===== src/hw/rtl/cdts_pkg.sv =====
`default_nettype none
// ----------------------------------------------------------------------------
// Calendar date and time stepper package
// Beat types, step kind codes and the month length table.
// ----------------------------------------------------------------------------
package cdts_pkg;

  localparam logic [3:0] KIND_SEC_NEXT   = 4'd0;
  localparam logic [3:0] KIND_SEC_PREV   = 4'd1;
  localparam logic [3:0] KIND_MIN_NEXT   = 4'd2;
  localparam logic [3:0] KIND_MIN_PREV   = 4'd3;
  localparam logic [3:0] KIND_HOUR_NEXT  = 4'd4;
  localparam logic [3:0] KIND_HOUR_PREV  = 4'd5;
  localparam logic [3:0] KIND_DAY_NEXT   = 4'd6;
  localparam logic [3:0] KIND_DAY_PREV   = 4'd7;
  localparam logic [3:0] KIND_WEEK_NEXT  = 4'd8;
  localparam logic [3:0] KIND_WEEK_PREV  = 4'd9;
  localparam logic [3:0] KIND_MONTH_NEXT = 4'd10;
  localparam logic [3:0] KIND_MONTH_PREV = 4'd11;

  localparam logic [13:0] YEAR_MAX = 14'd9999;

  // Reciprocal of 25 scaled by 2**17, exact for every 14-bit year.
  localparam logic [12:0] RECIP25 = 13'd5243;

  typedef struct packed {
    logic [3:0]  kind;
    logic [13:0] in_year;
    logic [3:0]  in_month;
    logic [4:0]  in_day;
    logic [4:0]  in_hour;
    logic [5:0]  in_minute;
    logic [5:0]  in_second;
  } cdts_in_t;

  typedef struct packed {
    logic [13:0] out_year;
    logic [3:0]  out_month;
    logic [4:0]  out_day;
    logic [4:0]  out_hour;
    logic [5:0]  out_minute;
    logic [5:0]  out_second;
    logic        valid_res;
  } cdts_out_t;

  function automatic logic [4:0] month_len(input logic [3:0] mo, input logic leap);
    logic [4:0] len;
    begin
      len = 5'd0;
      unique case (mo)
        4'd1, 4'd3, 4'd5, 4'd7, 4'd8, 4'd10, 4'd12: len = 5'd31;
        4'd4, 4'd6, 4'd9, 4'd11: len = 5'd30;
        4'd2: len = leap ? 5'd29 : 5'd28;
        default: len = 5'd0;
      endcase
      return len;
    end
  endfunction

endpackage
`default_nettype wire


===== src/hw/rtl/calendar_date_time_stepper.sv =====
`default_nettype none
// ----------------------------------------------------------------------------
// Calendar date and time stepper
// Steps a Gregorian date and time by one second, minute, hour, day, week or
// month, forwards or backwards, in a four-stage pipeline.
//
//   Channel  Direction  Beat type    Handshake
//   in       input      cdts_in_t    in_valid / in_stall
//   out      output     cdts_out_t   out_valid / out_stall
//
// One beat is accepted every cycle while in_stall is low. Stage one holds
// the beat, stage two the year divided by 25 (reciprocal multiply), stage
// three the month lengths, which fold in the leap flag, and the input
// checks, and the output register the stepped result.
// Reset empties every stage. A stall holds the output register and lets
// empty stages ahead of it fill, so in_stall rises only when all are full.
// ----------------------------------------------------------------------------
module calendar_date_time_stepper (
  input  wire                  clk,
  input  wire                  rst_n,
  input  wire                  in_valid,
  output logic                 in_stall,
  input  wire cdts_pkg::cdts_in_t in_data,
  output logic                 out_valid,
  input  wire                  out_stall,
  output cdts_pkg::cdts_out_t  out_data
);
  import cdts_pkg::*;

  logic       s1_valid_r, s2_valid_r, s3_valid_r, out_valid_r;
  cdts_in_t   s1_data_r, s2_data_r, s3_data_r;
  cdts_out_t  out_data_r, out_data_nxt;
  logic [9:0] s2_q25_r;
  logic       s3_ok_r;
  logic [4:0] s3_len_r, s3_plen_r;

  logic ld_out, ld3, ld2, ld1;

  logic [26:0] prod25;
  logic [14:0] back25;
  logic        div25, leap;
  logic [3:0]  prev_mo;
  logic [4:0]  len_nxt, plen_nxt;
  logic        ok_nxt;

  assign ld_out   = !out_valid_r || !out_stall;
  assign ld3      = !s3_valid_r || ld_out;
  assign ld2      = !s2_valid_r || ld3;
  assign ld1      = !s1_valid_r || ld2;
  assign in_stall = !ld1;

  assign out_valid = out_valid_r;
  assign out_data  = out_data_r;

  always_ff @(posedge clk) begin
    if (!rst_n) begin
      s1_valid_r  <= 1'b0;
      s2_valid_r  <= 1'b0;
      s3_valid_r  <= 1'b0;
      out_valid_r <= 1'b0;
    end else begin
      if (ld1) begin
        s1_valid_r <= in_valid;
      end
      if (ld2) begin
        s2_valid_r <= s1_valid_r;
      end
      if (ld3) begin
        s3_valid_r <= s2_valid_r;
      end
      if (ld_out) begin
        out_valid_r <= s3_valid_r;
      end
    end
  end

  assign prod25 = 27'(s1_data_r.in_year) * 27'(RECIP25);

  always_ff @(posedge clk) begin
    if (ld1) begin
      s1_data_r <= in_data;
    end
    if (ld2) begin
      s2_data_r <= s1_data_r;
      s2_q25_r  <= prod25[26:17];
    end
    if (ld3) begin
      s3_data_r <= s2_data_r;
      s3_ok_r   <= ok_nxt;
      s3_len_r  <= len_nxt;
      s3_plen_r <= plen_nxt;
    end
    if (ld_out) begin
      out_data_r <= out_data_nxt;
    end
  end

  // A year is leap when divisible by 4 but not 25, or by both 16 and 25.
  always_comb begin
    back25   = {s2_q25_r, 4'd0} + {1'b0, s2_q25_r, 3'd0} + {5'd0, s2_q25_r};
    div25    = (back25 == {1'b0, s2_data_r.in_year});
    leap     = (s2_data_r.in_year[1:0] == 2'd0 && !div25) ||
               (s2_data_r.in_year[3:0] == 4'd0 && div25);
    prev_mo  = (s2_data_r.in_month == 4'd1) ? 4'd12 : s2_data_r.in_month - 4'd1;
    len_nxt  = month_len(s2_data_r.in_month, leap);
    plen_nxt = month_len(prev_mo, leap);
    ok_nxt   = (s2_data_r.kind <= KIND_MONTH_PREV) &&
               (s2_data_r.in_year <= YEAR_MAX) &&
               (s2_data_r.in_month >= 4'd1) && (s2_data_r.in_month <= 4'd12) &&
               (s2_data_r.in_day >= 5'd1) && (s2_data_r.in_day <= len_nxt) &&
               (s2_data_r.in_hour <= 5'd23) &&
               (s2_data_r.in_minute <= 6'd59) &&
               (s2_data_r.in_second <= 6'd59);
  end

  always_comb begin
    logic [3:0]  k;
    logic [13:0] y;
    logic [3:0]  mo;
    logic [4:0]  d, h;
    logic [5:0]  mi, s;
    logic [5:0]  d7;
    logic        inc_s, inc_mi, inc_h, inc_d, inc_mo, inc_y;
    logic        dec_s, dec_mi, dec_h, dec_d, dec_mo, dec_y;
    logic        wk_f, wk_b, wk_f_over, wk_b_under, range_err;
    cdts_out_t   res;
    k  = s3_data_r.kind;
    y  = s3_data_r.in_year;
    mo = s3_data_r.in_month;
    d  = s3_data_r.in_day;
    h  = s3_data_r.in_hour;
    mi = s3_data_r.in_minute;
    s  = s3_data_r.in_second;
    d7 = {1'b0, d} + 6'd7;

    wk_f       = (k == KIND_WEEK_NEXT);
    wk_b       = (k == KIND_WEEK_PREV);
    wk_f_over  = d7 > {1'b0, s3_len_r};
    wk_b_under = d <= 5'd7;

    inc_s  = (k == KIND_SEC_NEXT);
    inc_mi = (k == KIND_MIN_NEXT) || (inc_s && s == 6'd59);
    inc_h  = (k == KIND_HOUR_NEXT) || (inc_mi && mi == 6'd59);
    inc_d  = (k == KIND_DAY_NEXT) || (inc_h && h == 5'd23);
    inc_mo = (k == KIND_MONTH_NEXT) || (inc_d && d == s3_len_r) || (wk_f && wk_f_over);
    inc_y  = inc_mo && mo == 4'd12;

    dec_s  = (k == KIND_SEC_PREV);
    dec_mi = (k == KIND_MIN_PREV) || (dec_s && s == 6'd0);
    dec_h  = (k == KIND_HOUR_PREV) || (dec_mi && mi == 6'd0);
    dec_d  = (k == KIND_DAY_PREV) || (dec_h && h == 5'd0);
    dec_mo = (k == KIND_MONTH_PREV) || (dec_d && d == 5'd1) || (wk_b && wk_b_under);
    dec_y  = dec_mo && mo == 4'd1;

    res.out_second = inc_s ? ((s == 6'd59) ? 6'd0 : s + 6'd1) :
                     dec_s ? ((s == 6'd0) ? 6'd59 : s - 6'd1) : s;
    res.out_minute = inc_mi ? ((mi == 6'd59) ? 6'd0 : mi + 6'd1) :
                     dec_mi ? ((mi == 6'd0) ? 6'd59 : mi - 6'd1) : mi;
    res.out_hour   = inc_h ? ((h == 5'd23) ? 5'd0 : h + 5'd1) :
                     dec_h ? ((h == 5'd0) ? 5'd23 : h - 5'd1) : h;
    if (inc_d) begin
      res.out_day = (d == s3_len_r) ? 5'd1 : d + 5'd1;
    end else if (dec_d) begin
      res.out_day = (d == 5'd1) ? s3_plen_r : d - 5'd1;
    end else if (wk_f) begin
      res.out_day = wk_f_over ? 5'(d7 - {1'b0, s3_len_r}) : d7[4:0];
    end else if (wk_b) begin
      res.out_day = wk_b_under ? 5'({1'b0, d} + {1'b0, s3_plen_r} - 6'd7) : d - 5'd7;
    end else begin
      res.out_day = d;
    end
    res.out_month = inc_mo ? ((mo == 4'd12) ? 4'd1 : mo + 4'd1) :
                    dec_mo ? ((mo == 4'd1) ? 4'd12 : mo - 4'd1) : mo;
    res.out_year  = inc_y ? y + 14'd1 : dec_y ? y - 14'd1 : y;

    range_err = (inc_y && y == YEAR_MAX) || (dec_y && y == 14'd0);
    res.valid_res = 1'b1;

    if (!s3_ok_r || range_err) begin
      out_data_nxt.out_year   = y;
      out_data_nxt.out_month  = mo;
      out_data_nxt.out_day    = d;
      out_data_nxt.out_hour   = h;
      out_data_nxt.out_minute = mi;
      out_data_nxt.out_second = s;
      out_data_nxt.valid_res  = 1'b0;
    end else begin
      out_data_nxt = res;
    end
  end

  a_stall_when_full: assert property (@(posedge clk) disable iff (!rst_n)
    in_stall |-> (s1_valid_r && s2_valid_r && s3_valid_r && out_valid_r))
    else $error("Input stalled while a pipeline stage is empty.");

  a_time_in_range: assert property (@(posedge clk) disable iff (!rst_n)
    (out_valid && out_data.valid_res) |->
      (out_data.out_hour <= 5'd23 && out_data.out_minute <= 6'd59 &&
       out_data.out_second <= 6'd59))
    else $error("Stepped time field out of range.");

  a_date_in_range: assert property (@(posedge clk) disable iff (!rst_n)
    (out_valid && out_data.valid_res) |->
      (out_data.out_month >= 4'd1 && out_data.out_month <= 4'd12 &&
       out_data.out_day >= 5'd1 && out_data.out_year <= YEAR_MAX))
    else $error("Stepped date field out of range.");

  a_bubble_advance: assert property (@(posedge clk) disable iff (!rst_n)
    (!out_stall && s3_valid_r) |=> out_valid)
    else $error("Result lost between the last stage and the output register.");

endmodule
`default_nettype wire


===== config.mk =====
export PLATFORM = sky130hd
export DESIGN_NAME = calendar_date_time_stepper
export DESIGN_NICKNAME = d
export VERILOG_FILES = /design/src/hw/rtl/cdts_pkg.sv /design/src/hw/rtl/calendar_date_time_stepper.sv
export SDC_FILE = /design/constraint.sdc
export NUM_CORES = 1
export LEC_CHECK = 0
export BUFFER_PORTS_ARGS = -buffer_cell sky130_fd_sc_hd__buf_2
export CAP_MARGIN = 5
export CELL_PAD_IN_SITES_DETAIL_PLACEMENT = 1
export CELL_PAD_IN_SITES_GLOBAL_PLACEMENT = 2
export CORE_MARGIN = 2
export CORE_UTILIZATION = 25
export DETAILED_ROUTE_END_ITERATION = 12
export HOLD_SLACK_MARGIN = 0.05
export MAX_ROUTING_LAYER = met4
export PLACE_DENSITY = 0.62
export RECOVER_POWER = 25
export SETUP_SLACK_MARGIN = 0.05
export SYNTH_ARGS = -nofsm -noshare
export SYNTH_HDL_FRONTEND = slang
export SYNTH_SLANG_ARGS = --single-unit

===== constraint.sdc =====
create_clock -name clk -period 4.8 [get_ports clk]
set_input_delay 0.96 -clock clk [delete_from_list [all_inputs] [get_ports clk]]
set_output_delay 0.96 -clock clk [all_outputs]
set_load 0.02 [all_outputs]

==> metrics.md <==
| Metric | Value |
|---|---|
| Critical Path End Type | `flop` |
| Initial Util | `25.3%` |
| Crit Path Max Fanout | `4` |
| Worst R2R End | `s2_q25_r[9]` |
| Critical path cell sequence | `ha_4, inv_2, fa_1, fa_1, inv_2, ha_4, inv_2, fa_1, inv_2, ha_4, a211oi_4, nor2_1, o311ai_1, buf_4, o31a_1, o21ai_2, a2111o_1, a21oi_2, xnor2_1` |
| Reg-to-reg slack, setup | `-0.18 ns` |
| First-pass GRT wire length | `56000 µm` |
| Worst Max-Slew Pin Slew | `1.02 ns` |
| Status | `complete, but fails checks` |
| Number of fill cells | `5828` |
| DRT Pass-1 Iters | `4` |
| Pwr Total | `7.61 mW` |
| Max-Cap Viols | `0` |
| GP Congestion | `0.806` |
| Initial DRC count | `457` |
| Die area | `roughly 55000 µm²` |
| CTS tree | `built` |
| DRC Markers | `0` |
| Worst Reg2Reg Path Length in Cells | `19` |
| Slowest stage delay, CP | `approximately 0.57 ns` |
| Final hold viol count | `0` |
| Crit share post-route | `104%` |
| Clock Sinks | `194` |
| Clock slew at reported path FFs | `0.08 ns` |
| Critical Path Start Type | `flop` |
| Vias in the first global route | `10086` |
| Area after DPL | `15100 µm²` |
| Skew final | `0.0165 ns` |
| Mapped Nets | `1416` |
| Cells taking the most area after synthesis | `edfxtp_1, ha_1, fa_1, inv_1, a21oi_1` |
| Die H | `approximately 230 µm` |
| GRT Util Overall | `13.9%` |
| RR Startpoint | `s1_data_r[32]` |
| Nets@finish | `1599` |
| DR WL/cell | `between 15 and 20 µm` |
| Post-synth top flop | `edfxtp_1` |
| Leak pwr | `about 6.8 nW` |
| Post-synth top cells | `edfxtp_1, inv_1, ha_1, fa_1, a21oi_1` |
| GR Overflow Total | `0` |
| Antenna violations before repair | `0` |
| Clock Path Buffers | `2` |
| Final WS setup | `-0.182 ns` |
| Detail Route Antenna Nets | `0` |
| Hpwl dp | `between 20000 and 30000 µm` |
| Post-synthesis cell type count | `between 80 and 90` |
| Pre-CTS setup slack | `-0.272 ns` |
| CP Capture Point | `s2_q25_r[9]` |
| Synth-to-Final Area Change | `21.4%` |
| Routed wire length | `between 30000 and 40000 µm` |
| Synthesized flop and latch total | `194` |
| Pwr/cell area | `472 nW/µm²` |
| Synthesized area per cell | `approximately 12 µm²` |
| ANT cells | `0` |
| Clk_lat worst skew | `between 0.4 and 0.5 ns` |
| Synth top area share | `43.0%` |
| Crit path arrival time | `between 5 and 6 ns` |
| Synth Warn # | `0` |
| Cell taking the most area after synthesis | `edfxtp_1` |
| Via density | `4.55` |
| Unrepaired setup endpoints after global routing | `true` |
| Fraction of layout cells with a size suffix above 1 | `about 22%` |
| HP Class | `reg -> reg` |
| Setup TNS | `-0.766 ns` |
| Critical path startpoint | `s1_data_r[32]` |
| CTS Root Cell | `clkbuf_16` |
| Max_slew headroom | `32.1%` |
| Vias | `9286` |
| Design area | `16100 µm²` |
| Largest net degree at the start of global routing | `45` |
| Slowest cell on crit path | `fa_1` |
| Max Transition Viols Final | `0` |
| Core Rows | `84` |
| Worst vdd ir | `0.000317 V` |
| Most frequent CP cell | `inv_2` |
| Setup Crit Path Kind | `reg -> reg` |
| Cts bufs inserted | `17` |
| Sequential area share after synthesis | `43.6%` |
| Endpoints failing setup | `7` |
| H-tree levels | `4` |
| Failing checks | `setup timing` |
| HP Start | `s1_data_r[14]` |
| Number of flops mapped to enable cells by yosys | `190` |
| Mapped Cells | `between 1000 and 1500` |
| Synth Cell Area | `approximately 13000 µm²` |
| Core area | `52600 µm²` |
| Count leader, synth | `edfxtp_1` |
| Fin crit period | `4.98 ns` |
| I/O pins | `91` |
| F_max | `0.201 GHz` |
| Die width | `235 µm` |
| Req. time, crit path | `5.03 ns` |
| PortBufs | `90` |
| Hold path depth | `0` |
| Ys async rst share | `0%` |
[through the flow]
step / std cells / utilization, % / hold slack, ns
CTS: 2032 / 30.3 / 0.420
detailed placement: 1984 / 28.7 / 0.406
global route: 2039 / 30.7 / 0.424
global placement: 1984 / 28.7 / 0.406
finish: 2039 / 30.7 / 0.415
floorplan: 1155 / - / 0.400
[cells in the final DEF, fill, tap and decap left out, drive strengths merged, types with 5 or more instances in the layout]
master / Yosys / routed
buf: 18 / 193
nand4: 12 / 12
edfxtp: 190 / 190
a21o: 10 / 10
clkinv: 0 / 7
nor3: 23 / 23
nand2b: 10 / 10
a31oi: 14 / 14
nor2: 58 / 58
a211oi: 9 / 9
mux2i: 10 / 10
nor4: 8 / 8
o21ai: 56 / 56
and3: 13 / 13
inv: 162 / 167
and2: 11 / 11
or4: 5 / 5
o21a: 5 / 5
ha: 141 / 141
o211ai: 12 / 12
a21oi: 60 / 60
nand2: 48 / 48
xnor2: 29 / 29
o31ai: 6 / 6
clkbuf: 13 / 20
fa: 72 / 72
nor4b: 7 / 7
nor2b: 14 / 14
xor2: 27 / 27
nand3: 30 / 30
[logic make-up (layout without fill, tap and decap cells)]
| kind of cell | count (synthesis) | in the layout | share of synthesized area [%] |
|---|---|---|---|
| DFF | 194 | 194 | 43.6 |
| muxes | 11 | 11 | 0.838 |
| AOI/OAI and AO/OA | 230 | 230 | 11.4 |
| adders and majority gates | 213 | 213 | 24.1 |
| and+or+nand+nor | 258 | 258 | 10.6 |
| buffers and inverters | 193 | 389 | 5.78 |
| xor gates and xnor gates | 56 | 56 | 3.69 |
[cell type report]
class	instances	area (µm²)	area share, %
Timing Repair Buffer	195	1270	7.88
Clock inverter	14	145	0.900
Inverter	162	608	3.77
Multi-Input combinational cell	768	7030	43.6
Sequential cell	194	5790	35.9
Clock buffer	18	429	2.66
Tap cell	688	861	5.34
[sequential cells by signal, summed over array words and instances (netlist names)]
signal / flops
s1_data_r: 44
s2_data_r: 44
s3_data_r: 44
out_data: 41
s2_q25_r: 10
s3_len_r: 3
s3_plen_r: 3
out_valid: 1
s1_valid_r: 1
s2_valid_r: 1
s3_ok_r: 1
s3_valid_r: 1
[layer usage]
metal	share of wire, %	vias up	track usage (%)
li1	-	4507	-
met1	44	4643	16.4
met2	51	106	24.2
met3	2.8	30	2.64
met4	1.5	0	3.79
met5	0	-	-
[power breakdown]
group / leakage [nW] / switching (mW) / internal [mW]
Clock: 0.281 / 0.717 / 0.729
Sequential: 2.04 / 0.128 / 2.05
Combinational: 4.50 / 2.04 / 1.94
Total: 6.82 / 2.89 / 4.72
[how the worst min path moves through the flow]
stage | end | slack (ns)
6_report | s2_data_r[14] | 0.41
5_1_grt | s2_data_r[17] | 0.42
4_1_cts | s2_data_r[14] | 0.42
3_5_place_dp | s3_data_r[6] | 0.41
3_3_place_gp | s2_data_r[25] | 0.41
2_1_floorplan | s2_data_r[0] | 0.40
[critical path: cells and delay by family, from the launching register on]
family | cells | cell delay [ns]
compound gates | 6 | 1.32
xor+xnor | 1 | 0.08
fa+ha+maj | 6 | 2.40
buf+inv | 5 | 0.33
flops | 1 | 0.53
simple gates | 1 | 0.07
[what timing repair did]
item,in CTS,in global routing
setup buffers,16,8
hold endpoints to repair,0,0
setup endpoints to repair,8,11
pin swaps,35,37
hold buffers,0,0
gates resized for setup,30,30
Power figures use the tool's default switching activity.
